File: src/hdl/circle_overlap_pair_detector_macros.svh
// Assertion macros shared by the circle overlap pair detector RTL.
`ifndef CIRCLE_OVERLAP_PAIR_DETECTOR_MACROS_SVH
`define CIRCLE_OVERLAP_PAIR_DETECTOR_MACROS_SVH

// Same-cycle implication, checked on every rising edge outside reset.
`define COD_ASSERT_NOW(label, ante, cons, msg) \
  label: assert property (@(posedge clk) disable iff (rst) (ante) |-> (cons)) \
    else $error(msg);

// Next-cycle implication, checked on every rising edge outside reset.
`define COD_ASSERT_NEXT(label, ante, cons, msg) \
  label: assert property (@(posedge clk) disable iff (rst) (ante) |=> (cons)) \
    else $error(msg);

`endif

File: src/hdl/cod_pkg.sv
// Types and constants shared by the circle overlap pair detector modules.
`default_nettype none

package cod_pkg;

  localparam int MAX_BODIES  = 64;
  localparam int COORD_WIDTH = 24;
  localparam int RADIUS_W    = COORD_WIDTH - 1;
  localparam int IDX_W       = $clog2(MAX_BODIES);
  localparam int CNT_W       = $clog2(MAX_BODIES + 1);
  localparam int SQ_W        = 2 * COORD_WIDTH;

  localparam logic [IDX_W-1:0] LAST_STEP  = IDX_W'(MAX_BODIES - 1);
  localparam logic [CNT_W-1:0] FULL_COUNT = CNT_W'(MAX_BODIES);

  typedef struct packed {
    logic signed [COORD_WIDTH-1:0] x;
    logic signed [COORD_WIDTH-1:0] y;
    logic [RADIUS_W-1:0]           r;
  } body_t;

  // Status of the compare pipeline toward the sequencer.
  typedef struct packed {
    logic             busy;
    logic             hit;
    logic [IDX_W-1:0] idx;
  } cmp_res_t;

  typedef enum logic [1:0] {
    ST_IDLE,
    ST_RUN,
    ST_DRAIN,
    ST_REJECT
  } state_t;

endpackage

`default_nettype wire

File: src/hdl/cod_cell.sv
// One storage cell of the body ring: shifts toward its neighbor or takes a new body.
`default_nettype none

module cod_cell (
  input  logic           clk,
  input  logic           shift_en,
  input  logic           load_en,
  input  cod_pkg::body_t load_body,
  input  cod_pkg::body_t neighbor,
  output cod_pkg::body_t body
);

  always_ff @(posedge clk) begin
    if (shift_en) begin
      body <= load_en ? load_body : neighbor;
    end
  end

endmodule

`default_nettype wire

File: config.mk
export PLATFORM = sky130hd
export DESIGN_NAME = cod_cell
export DESIGN_NICKNAME = d
export VERILOG_FILES = /design/src/hdl/circle_overlap_pair_detector_macros.svh /design/src/hdl/cod_pkg.sv /design/src/hdl/cod_cell.sv
export SDC_FILE = /design/constraint.sdc
export NUM_CORES = 1
export LEC_CHECK = 0
export BUFFER_PORTS_ARGS = -buffer_cell sky130_fd_sc_hd__buf_2
export CORE_UTILIZATION = 42
export DETAILED_ROUTE_END_ITERATION = 16
export HOLD_SLACK_MARGIN = 0.15
export PLACE_DENSITY = 0.8
export SYNTH_ARGS = -nofsm -noshare
export SYNTH_HDL_FRONTEND = slang
export SYNTH_SLANG_ARGS = --single-unit
File: constraint.sdc
create_clock -name clk -period 1.2 [get_ports clk]
set_input_delay 0.06 -clock clk [delete_from_list [all_inputs] [get_ports clk]]
set_output_delay 0.06 -clock clk [all_outputs]
set_load 0.05 [all_outputs]
==> results of run 1 <==
Yosys cell counts, drive strengths merged:
master | instances | area share, %
mux2 | 71 | 32
buf | 8 | 4.5
edfxtp | 71 | 64
kinds of logic after synthesis:
group | after synthesis | share of synthesized area, %
mux | 71 | 31.75
flops | 71 | 63.72
buf+inv | 8 | 4.525
through the flow:
stage / cells / util, %
global placement: 466 / 58.11
detailed placement: 466 / 58.11
floorplan: 150 / -
==> reports/qor.yml, run 1 <==
clock_tree:
  post-cts-setup-buffer-count: 0
  cts_buffers: 9
  htree_levels: 3
  cts_resized: 0
  cts.hold.buffers_added: 101
  cts.sinks: 71
  clockBufferDepth: 2
  clock_tree.root_cell: "clkbuf_8"
placed_design:
  place_ws_ns: 0.1219
  gp_congestion: 0.7392
  place_area_um2: 4491
  portBuffers: 215
  hpwl_mm: 5.456
floorplanning:
  rows: 32
  dieHeight_um: 91.25
  start_util_pct: 43.30
  ios: 216
  die_w_um: 91.25
synthesis:
  yosys_warnings: 0
  syn_area_um2: 3346
  seq_area_frac_synth_pct: 63.72
  postSynthAreaPerCell_um2: 22.30
  synth_cell_types: 5
  synth_cells: 150
  synth_nets: 295
  synth-seq-cells: 71
status:
  haltStage: "clock tree synthesis"
  firstError: "[ERROR RSZ-0060] Max buffer count reached."
  status: "stopped before the end"
==> run 2, diff against run 1 <==
--- a/config.mk
+++ b/config.mk
@@ -6,10 +6,9 @@
 export NUM_CORES = 1
 export LEC_CHECK = 0
 export BUFFER_PORTS_ARGS = -buffer_cell sky130_fd_sc_hd__buf_2
-export CORE_UTILIZATION = 42
+export CORE_UTILIZATION = 39
 export DETAILED_ROUTE_END_ITERATION = 16
-export HOLD_SLACK_MARGIN = 0.15
-export PLACE_DENSITY = 0.8
+export PLACE_DENSITY_LB_ADDON = 0.15
 export SYNTH_ARGS = -nofsm -noshare
 export SYNTH_HDL_FRONTEND = slang
 export SYNTH_SLANG_ARGS = --single-unit
==> reports/qor.yml, run 2 <==
status:
  status: "finished clean"
timing:
  setup_ws_ns: 0.1916
  min_period_over_period_pct: 84.03
  fmax_mhz: 991.7
  setup_viol: 0
  rsz0062_at_grt: "no"
  hold_viol_final: 0
  worst_slew_pin_slew_ns: 0.2798
  worst_slew_margin_rel_pct: 81.47
  maxSlewViolCount: 0
  fin_crit_ns: 1.008
  holdWs_ns: 0.02024
  tns_ns: 0
global_route:
  overflow: 0
  antenna_found_initial: 0
  first_global_vias: 2168
  grt_max_degree: 34
  grt.met1_usage_pct: 16.80
  grt.busiest_layer: "met2"
  met3_usage_pct: 6.119
  groute.layer.met2.usage_pct: 28.42
  grt.total_usage_pct: 16.01
  grt_pass1_wl_mm: 10.49
synthesis:
  yosys-top-cells-count: "edfxtp_1, mux2_4, buf_12"
  synthTopCellsByArea: "edfxtp_1, mux2_4, buf_12"
  synth_nets: 295  # unchanged
  netlist.area_leader.share_pct: 63.72  # unchanged
  synth_cell_types: 5  # unchanged
  yosysMostFrequentCell: "edfxtp_1"
  synthFlopType: "edfxtp_1"
  synth-seq-cells: 71  # unchanged
  seq_area_frac_synth_pct: 63.72  # unchanged
  ys_async_sr_fraction_pct: 0  # unchanged
  synth_top_cell_by_area: "edfxtp_1"
  synth_edf_count: 71  # unchanged
  syn_area_um2: 3346  # unchanged
  synth_cells: 150  # unchanged
  yosys_warnings: 0  # unchanged
  postSynthAreaPerCell_um2: 22.30  # unchanged
final_layout:
  final_common_cell: "buf_2"
  num-nets-final: 545
  antenna_cells: 0
  top_regs: "body: 71 flops"
  largest_register_ffs: 71
  design_area_um2: 5005
  final_cell_mix: "buf_2, edfxtp_1, mux2_4, dlygate4sd3_1, clkbuf_8"
  largest-register: "body"
  layout-area-overhead-vs-synth_pct: 49.59
  drive_above_1_share_pct: 76.05
critical_path:
  required_ns: 1.14
  path_cells: "buf_2"
  cp.arrival_ns: 0.95
  crit_family: "flip-flops"
  critical_path.max_fanout: 1
  crit_path_end_kind: "output port"
  slowest_delay_ns: 0.39
  path_buf_inv: 1
  startpoint_type: "register"
  crit_slowest_cell: "edfxtp_1"
  crit_type: "reg2out"
placed_design:
  gp_congestion: 0.7269  # -1.7%
  hpwl_mm: 5.561  # +1.9%
  place_area_um2: 4499  # +0.20%
  place_ws_ns: 0.1225  # +0.0005200 ns
  portBuffers: 215  # unchanged
power_and_ir_drop:
  ir_drop_v: 0.0006472
  p_per_area_nw_per_um2: 1424
  p_leak_uw: 0.002399
clock_tree:
  cts_tree: "done"
  cts_resized: 0  # unchanged
  cts_buffers: 9  # unchanged
  cts.sinks: 71  # unchanged
  clock_tree.root_cell: "clkbuf_8"
  htree_levels: 3  # unchanged
  clkSlewWorstSetupHoldPaths_ns: 0.08
  clockBufferDepth: 2  # unchanged
floorplanning:
  start_util_pct: 40.52  # -2.8 points
  dieArea_um2: 8953
  dieHeight_um: 94.62  # +3.7%
  ios: 216  # unchanged
  rows: 33  # +3.1%
  die_w_um: 94.62  # +3.7%
  core-area_um2: 8258
worst_hold_path:
  min_to: "body[11]"
  min_path_type: "in2reg"
  hold_depth: 2
  hp-start: "neighbor[11]"
detailed_routing:
  firstDrtPassIters: 4
  routed_wl_mm: 7.454
  via_per_inst: 4.375
  ant_nets: 0
  drt-initial-drc-count: 39
  drc: 0
  wl_per_cell_um: 14.62
  vias: 2231
flow_run:
  maxCapViolations: 0
[run 2: cell counts after synthesis]
Identical to the previous run, type by type.
[run 2: routing by layer]
metal / up-vias / share of wire (%)
li1: 1089 / -
met3: 5 / 9.1
met2: 121 / 53
met1: 1016 / 37
met4: 0 / 0.72
met5: - / 0
[run 2: metrics by stage]
stage / util [%] / total power, uW / std cells
6_report: 60.61 / 7126 / 510
5_1_grt: 60.61 / 7391 / 510
4_1_cts: 58.18 / 7149 / 490
3_5_place_dp: 54.48 / 4836 / 468
3_3_place_gp: 54.48 / 4813 / 468
2_1_floorplan: - / 4330 / 150
[run 2: report_power, final]
group / switching [uW] / internal (uW)
Combinational: 1110 / 670
Clock: 908 / 1390
Sequential: 51.8 / 2990
[run 2: layout make-up]
cell class	count	area (um^2)
Multi-Input combinational cell	71	1062
Sequential cell	71	2132
Fill cell	675	3253
Timing Repair Buffer	247	1434
Tap cell	105	131.4
Clock buffer	9	123.9
Clock inverter	7	121.4
[run 2: cells by family (layout without fill, tap and decap cells)]
kind of cell	Yosys count	in the layout	share of synthesized area, %
muxes	71	71	31.75
DFF	71	71	63.72
buffers and inverters	8	263	4.525
[run 2: worst max path at each step]
| stage | end | startpoint | depth (start not counted) |
|---|---|---|---|
| finish | body[28] | body[28] | 1 |
| global route | body[50] | body[50] | 1 |
| global placement | body[59] | load_en | 3 |
| floorplan | body[0] | load_en | 3 |
| CTS | body[42] | body[42] | 1 |
| detailed placement | body[64] | load_en | 3 |
[run 2: repair_timing]
action,4_1_cts,5_1_grt
endpoints found under the hold margin,5,15
buffers inserted,0,0
hold buffers,6,20
No activity file was read; power rests on OpenSTA's default activity.
