--- src/hdl/circle_overlap_pair_detector_macros.svh ---
// Assertion macros shared by the circle overlap pair detector RTL.
`ifndef CIRCLE_OVERLAP_PAIR_DETECTOR_MACROS_SVH
`define CIRCLE_OVERLAP_PAIR_DETECTOR_MACROS_SVH

// Same-cycle implication, checked on every rising edge outside reset.
`define COD_ASSERT_NOW(label, ante, cons, msg) \
  label: assert property (@(posedge clk) disable iff (rst) (ante) |-> (cons)) \
    else $error(msg);

// Next-cycle implication, checked on every rising edge outside reset.
`define COD_ASSERT_NEXT(label, ante, cons, msg) \
  label: assert property (@(posedge clk) disable iff (rst) (ante) |=> (cons)) \
    else $error(msg);

`endif

--- src/hdl/cod_pkg.sv ---
// Types and constants shared by the circle overlap pair detector modules.
`default_nettype none

package cod_pkg;

  localparam int MAX_BODIES  = 64;
  localparam int COORD_WIDTH = 24;
  localparam int RADIUS_W    = COORD_WIDTH - 1;
  localparam int IDX_W       = $clog2(MAX_BODIES);
  localparam int CNT_W       = $clog2(MAX_BODIES + 1);
  localparam int SQ_W        = 2 * COORD_WIDTH;

  localparam logic [IDX_W-1:0] LAST_STEP  = IDX_W'(MAX_BODIES - 1);
  localparam logic [CNT_W-1:0] FULL_COUNT = CNT_W'(MAX_BODIES);

  typedef struct packed {
    logic signed [COORD_WIDTH-1:0] x;
    logic signed [COORD_WIDTH-1:0] y;
    logic [RADIUS_W-1:0]           r;
  } body_t;

  // Status of the compare pipeline toward the sequencer.
  typedef struct packed {
    logic             busy;
    logic             hit;
    logic [IDX_W-1:0] idx;
  } cmp_res_t;

  typedef enum logic [1:0] {
    ST_IDLE,
    ST_RUN,
    ST_DRAIN,
    ST_REJECT
  } state_t;

endpackage

`default_nettype wire

--- src/hdl/cod_cmp.sv ---
// Overlap test pipeline: differences, then squares, then add and compare.
`default_nettype none

module cod_cmp (
  input  logic                      clk,
  input  logic                      rst,
  input  logic                      adv,
  input  logic                      issue_valid,
  input  logic [cod_pkg::IDX_W-1:0] issue_idx,
  input  cod_pkg::body_t            stored,
  input  cod_pkg::body_t            newb,
  output cod_pkg::cmp_res_t         res
);

  localparam int CW = cod_pkg::COORD_WIDTH;

  function automatic logic [CW-1:0] abs_diff(input logic signed [CW-1:0] a,
                                             input logic signed [CW-1:0] b);
    logic signed [CW:0] d;
    logic [CW:0]        m;
    d = {a[CW-1], a} - {b[CW-1], b};
    m = d[CW] ? (~d + 1'b1) : d;
    return m[CW-1:0];
  endfunction

  logic                      st1_valid;
  logic [cod_pkg::IDX_W-1:0] st1_idx;
  logic [CW-1:0]             st1_dx;
  logic [CW-1:0]             st1_dy;
  logic [CW-1:0]             st1_rs;

  logic                      st2_valid;
  logic [cod_pkg::IDX_W-1:0] st2_idx;
  logic [cod_pkg::SQ_W-1:0]  st2_dx2;
  logic [cod_pkg::SQ_W-1:0]  st2_dy2;
  logic [cod_pkg::SQ_W-1:0]  st2_rs2;

  logic [cod_pkg::SQ_W:0]    dist2;

  always_ff @(posedge clk) begin
    if (rst) begin
      st1_valid <= 1'b0;
      st2_valid <= 1'b0;
    end else if (adv) begin
      st1_valid <= issue_valid;
      st2_valid <= st1_valid;
    end
  end

  always_ff @(posedge clk) begin
    if (adv) begin
      st1_idx <= issue_idx;
      st1_dx  <= abs_diff(stored.x, newb.x);
      st1_dy  <= abs_diff(stored.y, newb.y);
      st1_rs  <= {1'b0, stored.r} + {1'b0, newb.r};
      st2_idx <= st1_idx;
      st2_dx2 <= {{CW{1'b0}}, st1_dx} * {{CW{1'b0}}, st1_dx};
      st2_dy2 <= {{CW{1'b0}}, st1_dy} * {{CW{1'b0}}, st1_dy};
      st2_rs2 <= {{CW{1'b0}}, st1_rs} * {{CW{1'b0}}, st1_rs};
    end
  end

  // The sum keeps its carry, so the compare is exact at every coordinate width.
  assign dist2    = {1'b0, st2_dx2} + {1'b0, st2_dy2};
  assign res.hit  = st2_valid && ({1'b0, st2_rs2} > dist2);
  assign res.idx  = st2_idx;
  assign res.busy = st1_valid || st2_valid;

endmodule

`default_nettype wire

--- config.mk ---
export PLATFORM = sky130hd
export DESIGN_NAME = cod_cmp
export DESIGN_NICKNAME = d
export VERILOG_FILES = /design/src/hdl/circle_overlap_pair_detector_macros.svh /design/src/hdl/cod_pkg.sv /design/src/hdl/cod_cmp.sv
export SDC_FILE = /design/constraint.sdc
export NUM_CORES = 2
export LEC_CHECK = 0
export ABC_AREA = 1
export BUFFER_PORTS_ARGS = -buffer_cell sky130_fd_sc_hd__buf_4
export CAP_MARGIN = 40
export CORE_MARGIN = 2
export CORE_UTILIZATION = 55
export DETAILED_ROUTE_END_ITERATION = 12
export GPL_TIMING_DRIVEN = 0
export PLACE_DENSITY = 0.71
export SLEW_MARGIN = 20
export SYNTH_ARGS = -nofsm -noshare
export SYNTH_HDL_FRONTEND = slang
export SYNTH_SLANG_ARGS = --single-unit
--- constraint.sdc ---
create_clock -name clk -period 12.1 [get_ports clk]
set_input_delay 0.605 -clock clk [delete_from_list [all_inputs] [get_ports clk]]
set_output_delay 0.605 -clock clk [all_outputs]
set_load 0.01 [all_outputs]
==> metrics.yaml <==
synth_edf_count: 225
antenna_found_initial: 1
finalCritPeriodShare_pct: 64.9
syn_nets: 10400
drive_above_1_share_pct: 3.75
critPathMostFrequentCell: "inv_1"
dp.final_hpwl_mm: 161
syn2layout_area_growth_pct: 6.58
rows: 128
post_cts_resized: 0
path_clk_slew_ns: 0.06
cts_max_path_buffers: 3
fmax_mhz: 127
postCtsHoldBufs: 0
cts_setup_buffers: 0
ant_nets: 0
crit_required_ns: 12.56
synth_area_leader_cell: "fa_1"
timing_worst_setup_path_type: "reg -> reg"
grt_first_pass_wirelength_mm: 296
numCtsBuffers: 29
regArea_mm2: 0.00680
synth-main-ff-cell: "edfxtp_1"
worstRegToRegCells: 28
synth_area_mm2: 0.0672
drv_slew: 0
tns_ns: 0
finClkSkew_ns: 0.0482
synth-seq-cells: 227
grt_max_degree: 110
grt_overflow: 0
cp_top_family: "adder cells"
cp_slowest_cell: "clkbuf_1"
finalCriticalPeriod_ns: 7.85
start_util_pct: 55.3
htree_levels: 1
grt_usage_pct: 30.3
drt-wirelength-per-cell_um: 18.2
dieWidth_um: 354
dieArea_mm2: 0.125
synth_cells: 8318
vias_per_cell: 5.25
rsz0062_at_grt: "no"
worst_hold_path_type: "in -> reg"
drtIter0Drc: 4289
gp_congestion: 1.00
avgSynthCellArea_um2: 8.08
dr.pass1.iters: 6
synth_commonest_cells: "inv_1 (2598), nand2_1 (1746), fa_1 (1269), ha_1 (691), nor2_1 (368)"
synthTopCellsByArea: "fa_1 (38%), inv_1 (15%), ha_1 (13%)"
yosysMostFrequentCell: "inv_1"
cts_tree: "yes"
cts_root_buf: "clkbuf_16"
die_y_um: 354
clk_latency_ns: 0.65
status: "complete, no violations"
drc: 0
yosysWarnings: 0
hold_violations: 0
clkSinkCount: 227
drt_wl_total_mm: 186
via_count: 53400
hold_depth: 2
cap_viol_max_count: 0
cp_data_arrival_time_ns: 8.31
final_core_util_pct: 58.9
slew_headroom_pct: 37.1
core_area_mm2: 0.122
multiInputGateArea_mm2: 0.0500
worst_pin_slew_ns: 0.943
numPortBuffers: 159
fillers: 11000
cp_num_cells: 28
worstSetupStartpointType: "flop"
synthArstFlopShare_pct: 0
crit_buf_inv: 10
cpPeakStageDelay_ns: 0.69
io_pins: 160
synth_cell_types: 54
synthDominantCellAreaShare_pct: 37.8
setup_viol: 0
cp-end-kind: "flop"
grt_pass1_vias: 55400
synth-seq-area-share_pct: 10.1
nNetsFinal: 10600
crit_fanout: 10
[registers in the layout, indices dropped and copies added, names as in the netlist]
signal / flops
st1_dx: 24
st1_dy: 24
st1_idx: 6
st1_rs: 24
st1_valid: 1
st2_dx2: 47
st2_dy2: 47
st2_idx: 6
st2_rs2: 47
st2_valid: 1
[placed cells by master, fill, tap and decap left out, types with 10 or more instances in the layout]
cell type and instances:
nor3_1 31, nand2_2 31, o211ai_1 10, o21ai_0 143
clkbuf_1 150, nor2_1 368, xnor2_1 97, inv_1 2598
nor4_1 26, xor2_1 159, buf_4 158, edfxtp_1 225
ha_1 691, nor2_2 13, nand3_1 172, a21oi_1 288
nand4_1 55, a21o_1 26, nand2_1 1746, o21bai_1 30
buf_6 17, a31oi_1 63, clkbuf_16 29, fa_1 1269
o21a_1 15
[worst paths after layout]
| check | end | slack, ns | from |
|---|---|---|---|
| min reg2reg | st2_idx[1] | 0.41 | st1_idx[1] |
| min | st2_valid | 0.14 | rst |
| max reg2reg | st2_rs2[41] | 4.25 | st1_rs[14] |
| max | st2_rs2[41] | 4.25 | st1_rs[14] |
[per-stage QoR]
| stage | setup slack (ns) | area (um2) | hold WS, ns | instances |
|---|---|---|---|---|
| after CTS | 4.38 | 71500 | 0.102 | 10200 |
| after floorplan | 5.74 | 67200 | 0.400 | 8318 |
| after detailed placement | 4.40 | 70500 | 0.412 | 10100 |
| final | 4.25 | 71600 | 0.135 | 10200 |
| after global routing | 3.91 | 71600 | 0.117 | 10200 |
| after global placement | 4.38 | 70400 | 0.403 | 10100 |
[layout make-up]
class	instances	area share, %
inverter	2606	13.7
buffer	152	0.830
sequential	227	9.49
timing repair buffer	175	1.97
antenna	3	0.0105
clock buffer	31	1.02
multi-input combinational	5333	69.8
clock inverter	19	0.323
tap	1625	2.84
[routing by layer]
metal	share of wire (%)	track usage, %	wire length [um]
met5	0.032	0	60
met3	8.7	5.23	16200
met4	3.5	9.17	6500
met1	42	42.1	78300
met2	46	49.0	84500
[logic make-up (layout without fill, tap and decap cells)]
| logic type | count (synthesis) | in the layout | synth area share, % |
|---|---|---|---|
| AO/OA/AOI/OAI | 623 | 623 | 5.27 |
| XOR/XNOR | 258 | 258 | 3.39 |
| adder cells (fa/ha/maj) | 1960 | 1960 | 50.7 |
| buffers and inverters | 2758 | 2983 | 15.4 |
| flip-flops | 227 | 227 | 10.1 |
| other | 0 | 3 | 0 |
| AND/OR/NAND/NOR | 2492 | 2492 | 15.1 |
Power is left out: the tool's default activity adds up to more than one toggle a clock period on the data nets, which glitch-free logic cannot reach.
